`config.mk`:
```
export PLATFORM = sky130hd
export DESIGN_NAME = traffic_signal_controller
export DESIGN_NICKNAME = d
export VERILOG_FILES = /design/src/rtl/tsc_pkg.sv /design/src/rtl/tsc_core.sv /design/src/rtl/traffic_signal_controller.sv
export SDC_FILE = /design/constraint.sdc
export NUM_CORES = 1
export LEC_CHECK = 0
export BUFFER_PORTS_ARGS = -buffer_cell sky130_fd_sc_hd__buf_2
export CORE_MARGIN = 3
export CORE_UTILIZATION = 35
export CTS_CLUSTER_DIAMETER = 120
export DETAILED_ROUTE_END_ITERATION = 7
export GPL_ROUTABILITY_DRIVEN = 0
export HOLD_SLACK_MARGIN = 0.15
export PLACE_DENSITY_LB_ADDON = 0.12
export SKIP_LAST_GASP = 1
export SLEW_MARGIN = 5
export SYNTH_ARGS = -nofsm -noshare
export SYNTH_HDL_FRONTEND = slang
export SYNTH_SLANG_ARGS = --single-unit
```
`constraint.sdc`:
```
create_clock -name clk -period 3.66 [get_ports clk]
set_input_delay 0.732 -clock clk [delete_from_list [all_inputs] [get_ports clk]]
set_output_delay 0.732 -clock clk [all_outputs]
set_load 0.005 [all_outputs]
```
`src/rtl/tsc_pkg.sv`:
```
package tsc_pkg;

	typedef enum logic [2:0] {
		PH_RG  = 3'd0,
		PH_RA  = 3'd1,
		PH_GR  = 3'd2,
		PH_AR  = 3'd3,
		PH_RR1 = 3'd4,
		PH_RR2 = 3'd5
	} phase_t;

	typedef struct packed {
		logic rush_hour;
		logic show_east_west;
	} tick_word_t;

	typedef struct packed {
		logic       red_lamp;
		logic       amber_lamp;
		logic       green_lamp;
		logic [2:0] phase_now;
	} lamp_word_t;

	typedef struct packed {
		logic [15:0] green_ticks_normal;
		logic [15:0] green_ticks_rush;
		logic [15:0] amber_ticks;
		logic [15:0] all_red_ticks_rush;
	} cfg_t;

	localparam logic [1:0] REG_GREEN_NORMAL = 2'd0;
	localparam logic [1:0] REG_GREEN_RUSH   = 2'd1;
	localparam logic [1:0] REG_AMBER        = 2'd2;
	localparam logic [1:0] REG_ALL_RED_RUSH = 2'd3;

	localparam logic [15:0] GREEN_NORMAL_RST = 16'd10000;
	localparam logic [15:0] GREEN_RUSH_RST   = 16'd30000;
	localparam logic [15:0] AMBER_RST        = 16'd3000;
	localparam logic [15:0] ALL_RED_RUSH_RST = 16'd1000;

endpackage

```
`src/rtl/tsc_core.sv`:
```
module tsc_core (
	input  logic              clk,
	input  logic              arst_n,
	input  logic              step,
	input  tsc_pkg::tick_word_t tick,
	input  tsc_pkg::cfg_t     cfg,
	output tsc_pkg::lamp_word_t word
);

	tsc_pkg::phase_t phase_q;
	tsc_pkg::phase_t phase_nxt;
	logic [15:0]     ticks_q;
	logic            rush_q;
	logic            started_q;

	logic            rush_eff;
	logic [15:0]     len;
	logic [15:0]     load_len;

	always_comb begin
		unique case (phase_q)
			tsc_pkg::PH_RG, tsc_pkg::PH_GR:
				load_len = tick.rush_hour ? cfg.green_ticks_rush : cfg.green_ticks_normal;
			tsc_pkg::PH_RA, tsc_pkg::PH_AR:
				load_len = cfg.amber_ticks;
			tsc_pkg::PH_RR1, tsc_pkg::PH_RR2:
				load_len = tick.rush_hour ? cfg.all_red_ticks_rush : 16'd0;
			default:
				load_len = 16'd0;
		endcase
	end

	// first tick of a phase samples the switch and loads the length
	assign rush_eff = started_q ? rush_q : tick.rush_hour;
	assign len      = started_q ? ticks_q : load_len;

	always_comb begin
		unique case (phase_q)
			tsc_pkg::PH_RG:  phase_nxt = tsc_pkg::PH_RA;
			tsc_pkg::PH_RA:  phase_nxt = rush_eff ? tsc_pkg::PH_RR1 : tsc_pkg::PH_GR;
			tsc_pkg::PH_GR:  phase_nxt = tsc_pkg::PH_AR;
			tsc_pkg::PH_AR:  phase_nxt = rush_eff ? tsc_pkg::PH_RR2 : tsc_pkg::PH_RG;
			tsc_pkg::PH_RR1: phase_nxt = tsc_pkg::PH_GR;
			default:         phase_nxt = tsc_pkg::PH_RG;
		endcase
	end

	always_comb begin
		word.red_lamp   = 1'b1;
		word.amber_lamp = 1'b0;
		word.green_lamp = 1'b0;
		word.phase_now  = phase_q;
		case (phase_q)
			tsc_pkg::PH_RG: begin
				word.red_lamp   = !tick.show_east_west;
				word.green_lamp = tick.show_east_west;
			end
			tsc_pkg::PH_RA: begin
				word.red_lamp   = !tick.show_east_west;
				word.amber_lamp = tick.show_east_west;
			end
			tsc_pkg::PH_GR: begin
				word.red_lamp   = tick.show_east_west;
				word.green_lamp = !tick.show_east_west;
			end
			tsc_pkg::PH_AR: begin
				word.red_lamp   = tick.show_east_west;
				word.amber_lamp = !tick.show_east_west;
			end
			default: ;
		endcase
	end

	always_ff @(posedge clk or negedge arst_n) begin
		if (!arst_n) begin
			phase_q   <= tsc_pkg::PH_RG;
			ticks_q   <= 16'd0;
			rush_q    <= 1'b0;
			started_q <= 1'b0;
		end else if (step) begin
			rush_q <= rush_eff;
			if (len <= 16'd1) begin
				phase_q   <= phase_nxt;
				started_q <= 1'b0;
				ticks_q   <= 16'd0;
			end else begin
				started_q <= 1'b1;
				ticks_q   <= len - 16'd1;
			end
		end
	end

	a_started_nonzero: assert property (@(posedge clk) disable iff (!arst_n)
		started_q |-> ticks_q != 16'd0)
		else $error("phase running with no ticks left");

	a_last_tick_ends: assert property (@(posedge clk) disable iff (!arst_n)
		(step && started_q && ticks_q == 16'd1) |=> !started_q)
		else $error("phase did not end on its last tick");

	a_all_red_short: assert property (@(posedge clk) disable iff (!arst_n)
		(step && !started_q && !tick.rush_hour &&
		 (phase_q == tsc_pkg::PH_RR1 || phase_q == tsc_pkg::PH_RR2))
		|=> (!started_q && phase_q != $past(phase_q)))
		else $error("all-red without rush lasted more than one tick");

endmodule

```
`src/rtl/traffic_signal_controller.sv`:
```
// channel  direction  handshake               payload
// tick     in         tick_valid/tick_stall   tsc_pkg::tick_word_t
// lamp     out        lamp_valid/lamp_stall   tsc_pkg::lamp_word_t
// apb      in/out     psel/penable/pready     paddr, pwdata, prdata
//
// one tick word accepted per cycle unless stalled; its lamp word is registered
// the phase and tick counter update in the cycle a word is accepted
// a two-entry output (register plus skid) takes one more tick while lamp stalls
// tick_stall rises only once the skid entry is full
// reset returns phase RG, not started, and restores the register defaults
module traffic_signal_controller (
	input  logic                clk,
	input  logic                arst_n,
	input  logic                tick_valid,
	output logic                tick_stall,
	input  tsc_pkg::tick_word_t tick,
	output logic                lamp_valid,
	input  logic                lamp_stall,
	output tsc_pkg::lamp_word_t lamp,
	input  logic                psel,
	input  logic                penable,
	input  logic                pwrite,
	input  logic [3:0]          paddr,
	input  logic [31:0]         pwdata,
	output logic [31:0]         prdata,
	output logic                pready
);

	tsc_pkg::cfg_t       cfg_q;
	tsc_pkg::lamp_word_t word;
	tsc_pkg::lamp_word_t out_q;
	tsc_pkg::lamp_word_t skid_q;
	logic                out_valid_q;
	logic                skid_valid_q;
	logic                tick_acc;
	logic                lamp_take;
	logic                wr_en;

	assign pready = 1'b1;
	assign wr_en  = psel && penable && pwrite;

	always_ff @(posedge clk or negedge arst_n) begin
		if (!arst_n) begin
			cfg_q.green_ticks_normal <= tsc_pkg::GREEN_NORMAL_RST;
			cfg_q.green_ticks_rush   <= tsc_pkg::GREEN_RUSH_RST;
			cfg_q.amber_ticks        <= tsc_pkg::AMBER_RST;
			cfg_q.all_red_ticks_rush <= tsc_pkg::ALL_RED_RUSH_RST;
		end else if (wr_en) begin
			unique case (paddr[3:2])
				tsc_pkg::REG_GREEN_NORMAL: cfg_q.green_ticks_normal <= pwdata[15:0];
				tsc_pkg::REG_GREEN_RUSH:   cfg_q.green_ticks_rush   <= pwdata[15:0];
				tsc_pkg::REG_AMBER:        cfg_q.amber_ticks        <= pwdata[15:0];
				tsc_pkg::REG_ALL_RED_RUSH: cfg_q.all_red_ticks_rush <= pwdata[15:0];
				default: ;
			endcase
		end
	end

	always_comb begin
		unique case (paddr[3:2])
			tsc_pkg::REG_GREEN_NORMAL: prdata = {16'd0, cfg_q.green_ticks_normal};
			tsc_pkg::REG_GREEN_RUSH:   prdata = {16'd0, cfg_q.green_ticks_rush};
			tsc_pkg::REG_AMBER:        prdata = {16'd0, cfg_q.amber_ticks};
			tsc_pkg::REG_ALL_RED_RUSH: prdata = {16'd0, cfg_q.all_red_ticks_rush};
			default:                   prdata = 32'd0;
		endcase
	end

	assign tick_stall = skid_valid_q;
	assign tick_acc   = tick_valid && !tick_stall;
	assign lamp_take  = out_valid_q && !lamp_stall;

	tsc_core u_core (
		.clk    (clk),
		.arst_n (arst_n),
		.step   (tick_acc),
		.tick   (tick),
		.cfg    (cfg_q),
		.word   (word)
	);

	always_ff @(posedge clk or negedge arst_n) begin
		if (!arst_n) begin
			out_valid_q  <= 1'b0;
			skid_valid_q <= 1'b0;
		end else begin
			if (skid_valid_q) begin
				if (lamp_take) begin
					skid_valid_q <= 1'b0;
				end
			end else if (tick_acc) begin
				if (out_valid_q && !lamp_take) begin
					skid_valid_q <= 1'b1;
				end else begin
					out_valid_q <= 1'b1;
				end
			end else if (lamp_take) begin
				out_valid_q <= 1'b0;
			end
		end
	end

	always_ff @(posedge clk) begin
		if (skid_valid_q) begin
			if (lamp_take) begin
				out_q <= skid_q;
			end
		end else if (tick_acc) begin
			if (out_valid_q && !lamp_take) begin
				skid_q <= word;
			end else begin
				out_q <= word;
			end
		end
	end

	assign lamp_valid = out_valid_q;
	assign lamp       = out_q;

	a_skid_behind_out: assert property (@(posedge clk) disable iff (!arst_n)
		skid_valid_q |-> out_valid_q)
		else $error("skid word held with output register empty");

	a_accept_shows: assert property (@(posedge clk) disable iff (!arst_n)
		tick_acc |=> lamp_valid)
		else $error("accepted tick word produced no lamp word");

	a_skid_drains: assert property (@(posedge clk) disable iff (!arst_n)
		(skid_valid_q && lamp_take) |=> (out_valid_q && !skid_valid_q))
		else $error("skid word lost or repeated");

endmodule

```
## Yosys cells after proc, flatten, opt, wreduce, memory -nomap -nowiden

Index checks and enable logic that the tools add are counted.

- Logic and storage cells: 83
- Output and inout bits: 41
- Input bits: 45
- Flip-flop bits (word level): 99

- Multiplexer cells: 25
- Bitwise operators: 1
- Reductions and logical operators: 26
- Equal/unequal tests: 11
- Magnitude comparators: 1
- Add/subtract/negate cells: 1

Operators with widths:

| kind | number |
|---|---|
| $pmux W32 S4 | 1 |
| $mux W16 | 4 |
| $pmux W16 S3 | 1 |
| $mux W6 | 4 |
| $le A16 B1 Y1 const B | 1 |
| $sub A16 B1 Y16 const B | 1 |
| $pmux W3 S5 | 1 |
| $reduce_and A2 Y1 | 5 |
| $reduce_or A2 Y1 | 5 |
| $mux W1 | 9 |
| $reduce_and A3 Y1 | 3 |
| $eq A3 B2 Y1 const B | 2 |
| $eq A3 B3 Y1 const B | 2 |
| $mux W3 | 2 |
| $pmux W1 S2 | 3 |
| $logic_and A1 B1 Y1 | 5 |
| $eq A2 B2 Y1 const B | 2 |
| $logic_not A1 Y1 | 4 |
| $ne A2 B2 Y1 const B | 2 |
| $reduce_bool A2 Y1 | 2 |
| $eq A3 B1 Y1 const B | 1 |
| $logic_not A3 Y1 | 1 |
| $eq A2 B1 Y1 const B | 1 |
| $logic_not A2 Y1 | 1 |
| 2 further kinds | 2 |

## Logic depth before layout (Yosys ltp)

- Word-level depth: 7
- Mapped depth: 12

## By module

From an unflattened synthesis, not the netlist that was laid out.

- Cell total of the unflattened synthesis: 447
- Area total of the unflattened synthesis: 5524.0 sq um

Modules (own cells, without submodules):

| module | cells each | area each (sq um) | sequential area each (sq um) | instances |
|---|---|---|---|---|
| traffic_signal_controller | 207 | 3525.9 | 2043.2 | 1 |
| tsc_core | 240 | 1998.2 | 525.5 | 1 |

## Worst setup path before layout

No wires, ideal clock.

- Kind: input port to output port
- Start point: input paddr[2]
- End point: output prdata[10]
- Data required time: 2928 ps
- Arrival time: 2292 ps
- Path slack: 636 ps
- Stages on the path: 3
- Path buffers: 2
- Path through: clkbuf_1 buf_1 mux4_2

- Longest elaborated chain between the ends: 2
- Elaborated cells on any way between the ends: 5

RTL lines:

| what | line | source |
|---|---|---|
| start: declaration | traffic_signal_controller.sv:23 | `input logic [3:0] paddr,` |
| $eq A2 B2 Y1 (tied with other cells) | traffic_signal_controller.sv:60 | `unique case (paddr[3:2])` |
| $pmux W32 S4 (*) | traffic_signal_controller.sv:60 |  |
| end: declaration | traffic_signal_controller.sv:25 | `output logic [31:0] prdata,` |

Every way passes the cells marked *; elsewhere a longest branch is shown, timed or not. The select of a mux whose other input is x is not followed.

## Worst setup path in the final report

- Start point: input tick[1] in the netlist's numbering
- End point: register u_core.ticks_q[12]

- Longest elaborated chain between the ends: 5
- Elaborated cells on any way between the ends: 7

RTL lines:

| what | line | source |
|---|---|---|
| start: declaration | traffic_signal_controller.sv:16 | `input tsc_pkg::tick_word_t tick,` |
| $mux W16 (on tied branches) | tsc_core.sv:27, tsc_core.sv:23 |  |
| $pmux W16 S3 (*) | tsc_core.sv:21 | `unique case (phase_q)` |
| $mux W16 (*) | tsc_core.sv:35 | `assign len = started_q ? ticks_q : load_len;` |
| $sub A16 B1 Y16 / $le A16 B1 Y1 (equally long branches) | tsc_core.sv:88, tsc_core.sv:82 |  |
| $mux W16 (*) | tsc_core.sv:82 | `if (len <= 16'd1) begin` |
| end signal: assignment | tsc_core.sv:88 | `ticks_q <= len - 16'd1;` |
| end: declaration | tsc_core.sv:12 | `logic [15:0] ticks_q;` |

Every way passes the cells marked *; elsewhere a longest branch is shown, timed or not.
A chain may end at the register's enable or synchronous reset.

==> metrics.md <==
| Metric | Value |
|---|---|
| Run status | `finished, final reports clean` |
| Register clock-pin slew on the reported worst setup and hold paths | `roughly 0.06 ns` |
| Clock sinks | `99` |
| CP max stage cell | `nor3_2` |
| Multi-input combinational cell area | `2720 sq um` |
| Final hold vios | `0` |
| Most used cell, CP | `inv_1` |
| Depth of the critical timing path with buffers and inverters included | `11` |
| Synthesized area | `about 5600 sq um` |
| Critical path data required time | `3.90 ns` |
| Clock power frac | `~20%` |
| Number of resized instances in the post-cts repair step | `0` |
| Input/output buffers | `50` |
| IR drop worst, VDD | `between 200 and 300 uV` |
| Share of the clock period used by the worst path after layout | `between 80% and 90%` |
| Wirelength, routed | `12800 um` |
| Cell taking the most area after synthesis | `dfrtp_1` |
| Number of DRC violations after detailed routing | `0` |
| Commonest non-fill, non-tap cell in the layout | `mux2_2` |
| Initial core utilization | `~36%` |
| Height of the chip | `about 130 um` |
| Class of the worst hold path | `reg -> reg` |
| Largest delay contributor family on the critical path | `simple AND/OR/NAND/NOR gates` |
| Worst Tran Pin Value | `between 1 and 1.5 ns` |
| Sw Share | `between 30 and 40%` |
| Final Max Tran Viols | `0` |
| Element type at the critical path start | `primary input` |
| Share of synthesized registers carrying an async set or reset | `between 80% and 90%` |
| Skew final | `between 0.009 and 0.01 ns` |
| Number of buffers on the longest clock path | `2` |
| Routed vias/inst | `about 5.2` |
| Overall die area | `around 17000 sq um` |
| Portion of the post-synthesis area used by sequential elements | `between 40% and 50%` |
| Share of final-layout standard cells stronger than drive strength 1 | `43.9%` |
| # H-tree levels | `3` |
| Total CTS buffers | `9` |
| Post-CTS Hold Fix Bufs | `0` |
| Endpoints failing setup | `0` |
| Minimum period implied by the final worst setup slack | `approximately 3 ns` |
| Series of cell instances along the critical path | `buf_2 > and4bb_2 > a22oi_1 > o21ai_1 > inv_1 > ha_1 > inv_1 > nor3_2 > nand3_1 > xnor2_1 > o31ai_1` |
| Layout fillers | `roughly 1500` |
| Yosys top cell area share | `between 20 and 30%` |
| Highest-count cells in the layout ignoring fill and taps | `mux2_2, dfrtp_1, buf_2` |
| Number of buffers inserted to repair setup after CTS | `0` |
| Iteration-0 DRC Markers | `between 100 and 150` |
| Leftover overflow at the end of global routing | `0` |
| Distinct cell type count after synthesis | `60` |
| Warnings, synthesis | `0` |
| Standard cell core area | `roughly 15000 sq um` |
| # IOs | `86` |
| Placement row count | `45` |
| Net Switching | `roughly 1600 uW` |
| Biggest area contributors in the synthesized netlist | `dfrtp_1, mux2_2, dfstp_2` |
| Clock insertion delay at the later pin of the skew report | `between 0.3 and 0.4 ns` |
| Syn-to-layout area delta | `11.6%` |
| Top FF cell, synth | `dfrtp_1` |
| Setup repair after global routing missed its margin | `false` |
| Relative max-transition margin | `a little under a third` |
| Vias in the first global route | `between 3000 and 4000` |
| Internal reg-to-reg setup slack | `approximately 0.7 ns` |
| Synthesized instance count | `around 450` |
| Pin count of the biggest net entering global routing | `80` |
| Setup TNS | `0 ns` |
| Reported leakage power | `about 0.0025 uW` |
| Final HPWL DP | `about 8500 um` |
| Vias | `roughly 3700` |
| DRT antenna net count | `0` |
| Data arrival at the endpoint of the critical path | `about 3.2 ns` |
| Internal Pwr Total | `2750 uW` |
| PnR worst setup slack | `roughly 0.67 ns` |
| Hold path depth | `2` |
| DP Worst Slack | `approximately 0.31 ns` |
| Clock root buffer | `clkbuf_16` |
| Startpoint-to-endpoint class of the critical path | `in -> reg` |
| Detailed Routing Iterations Pass 1 | `4` |
| Number of maximum-capacitance violations | `0` |
| EDFF count, synth | `12` |
| Antenna violations before repair | `0` |
| Total Routing Usage GR | `approximately 15%` |
| Routed wirelength normalized by instance count | `between 15 and 20 um` |
| Relative contribution of combinational cells to total power | `roughly 39%` |
| CTS tree | `yes` |
| Sequential share of power | `40.6%` |
| Max FO, Critical Path | `20` |
| Largest incremental delay on the critical path | `0.52 ns` |
| Nets@finish | `545` |
| Depth of the most critical reg-to-reg path | `9` |
| Max Clock Freq | `roughly 330 MHz` |
| Ratio of total power to cell area | `slightly below 700 nW/um^2` |
| DIE WIDTH | `between 100 and 150 um` |
| Count of inserted antenna diode cells | `0` |
| Reg area | `between 2000 and 3000 sq um` |
| Average cell area after synthesis | `roughly 12 sq um` |
| Critical path endpoint category | `flop` |
| Number of register bits inferred by synthesis | `between 90 and 100` |
| Sum of buffers and inverters on the critical path | `3` |
| First-pass GRT wire length | `about 21000 um` |
-- registers in the layout (all words and copies together) (netlist names) --
name              cells
tick_stall            1
lamp                  6
u_core.started_q      1
cfg_q                64
u_core.phase_q        3
u_core.rush_q         1
u_core.ticks_q       16
lamp_valid            1
skid_q                6
-- cell type report --
| type | count | area share [%] |
|---|---|---|
| multi-input combinational | 317 | 43.7 |
| sequential | 99 | 41.4 |
| timing repair buffer | 65 | 6.09 |
| tap | 211 | 4.25 |
| clock buffer | 10 | 3.69 |
| clock inverter | 6 | 0.524 |
| inverter | 6 | 0.363 |
-- metrics by stage --
step	hold slack, ns	area, sq um	std cells	util (%)	total power, uW
final	0.477	6210	714	40.4	4300
after global placement	0.460	5950	698	38.7	3450
after global routing	0.499	6210	714	40.4	4630
after floorplan	0.420	5620	469	-	3020
after CTS	0.482	6210	714	40.4	4380
after detailed placement	0.467	5950	698	38.7	3480
-- Yosys cell counts, drive strengths merged (2+ instances only) --
library cell	count
a211oi	13
nand2	40
nor2b	16
o21ai	27
nand4	6
xnor2	6
nor2	11
ha	2
dfrtp	62
mux2i	2
edfxtp	12
inv	6
dfstp	25
or3	2
nand3	5
conb	2
mux4	16
a21oi	6
nand2b	3
nor3	7
nor4	3
buf	34
clkbuf	13
nand3b	7
mux2	69
and3	4
and2b	3
o31ai	16
o211ai	8
and3b	2
xor2	7
a22oi	6
o221ai	2
-- cells by family (layout without fill, tap and decap cells) --
| kind of cell | count (synthesis) | in the layout | share of synthesized area [%] |
|---|---|---|---|
| xor+xnor | 13 | 13 | 2.05 |
| fa+ha+maj | 2 | 2 | 0.450 |
| mux | 87 | 87 | 20.8 |
| flops | 99 | 99 | 46.2 |
| simple gates | 115 | 115 | 12.7 |
| buf+inv | 53 | 87 | 6.14 |
| compound gates | 83 | 83 | 11.6 |
| other cells | 2 | 17 | 0.135 |
-- worst reg2reg max path: cells and delay by family (launching register included) --
kind | cells | cell delay [ns]
buffers and inverters | 2 | 0.28
flip-flops | 1 | 0.50
AO/OA/AOI/OAI | 3 | 0.93
AND/OR/NAND/NOR | 3 | 0.87
adder cells (fa/ha/maj) | 1 | 0.27
-- per-layer routing --
metal  track usage (%)  vias up  routed length (um)
met5                 0        -                   0
met4              4.61        0                 144
met3              3.09       10                 392
met2              24.9       65                6140
met1              20.7     1878                6160
li1                  -     1728                   -
-- power by group through the flow --
| stage | clock network [uW] | logic [uW] | registers [uW] |
|---|---|---|---|
| 5_1_grt | 949 | 1880 | 1800 |
| 3_5_place_dp | 0 | 1710 | 1770 |
| 2_1_floorplan | 0 | 1340 | 1680 |
| 3_3_place_gp | 0 | 1690 | 1750 |
| 6_report | 868 | 1690 | 1750 |
| 4_1_cts | 906 | 1720 | 1750 |
-- path summary, 6_finish.rpt --
check                                                 end                     startpoint
min in group asynchronous           cfg_q[43]$_DFFE_PN0P_                         arst_n
hold reg to reg             u_core.ticks_q[8]$_DFFE_PN0P_  u_core.ticks_q[8]$_DFFE_PN0P_
hold / removal              u_core.ticks_q[8]$_DFFE_PN0P_  u_core.ticks_q[8]$_DFFE_PN0P_
setup reg to reg            u_core.ticks_q[6]$_DFFE_PN0P_  u_core.phase_q[2]$_DFFE_PN0P_
max in group asynchronous           cfg_q[52]$_DFFE_PN1P_                         arst_n
setup / recovery           u_core.ticks_q[12]$_DFFE_PN0P_                        tick[1]
No activity file was read; power rests on OpenSTA's default activity.
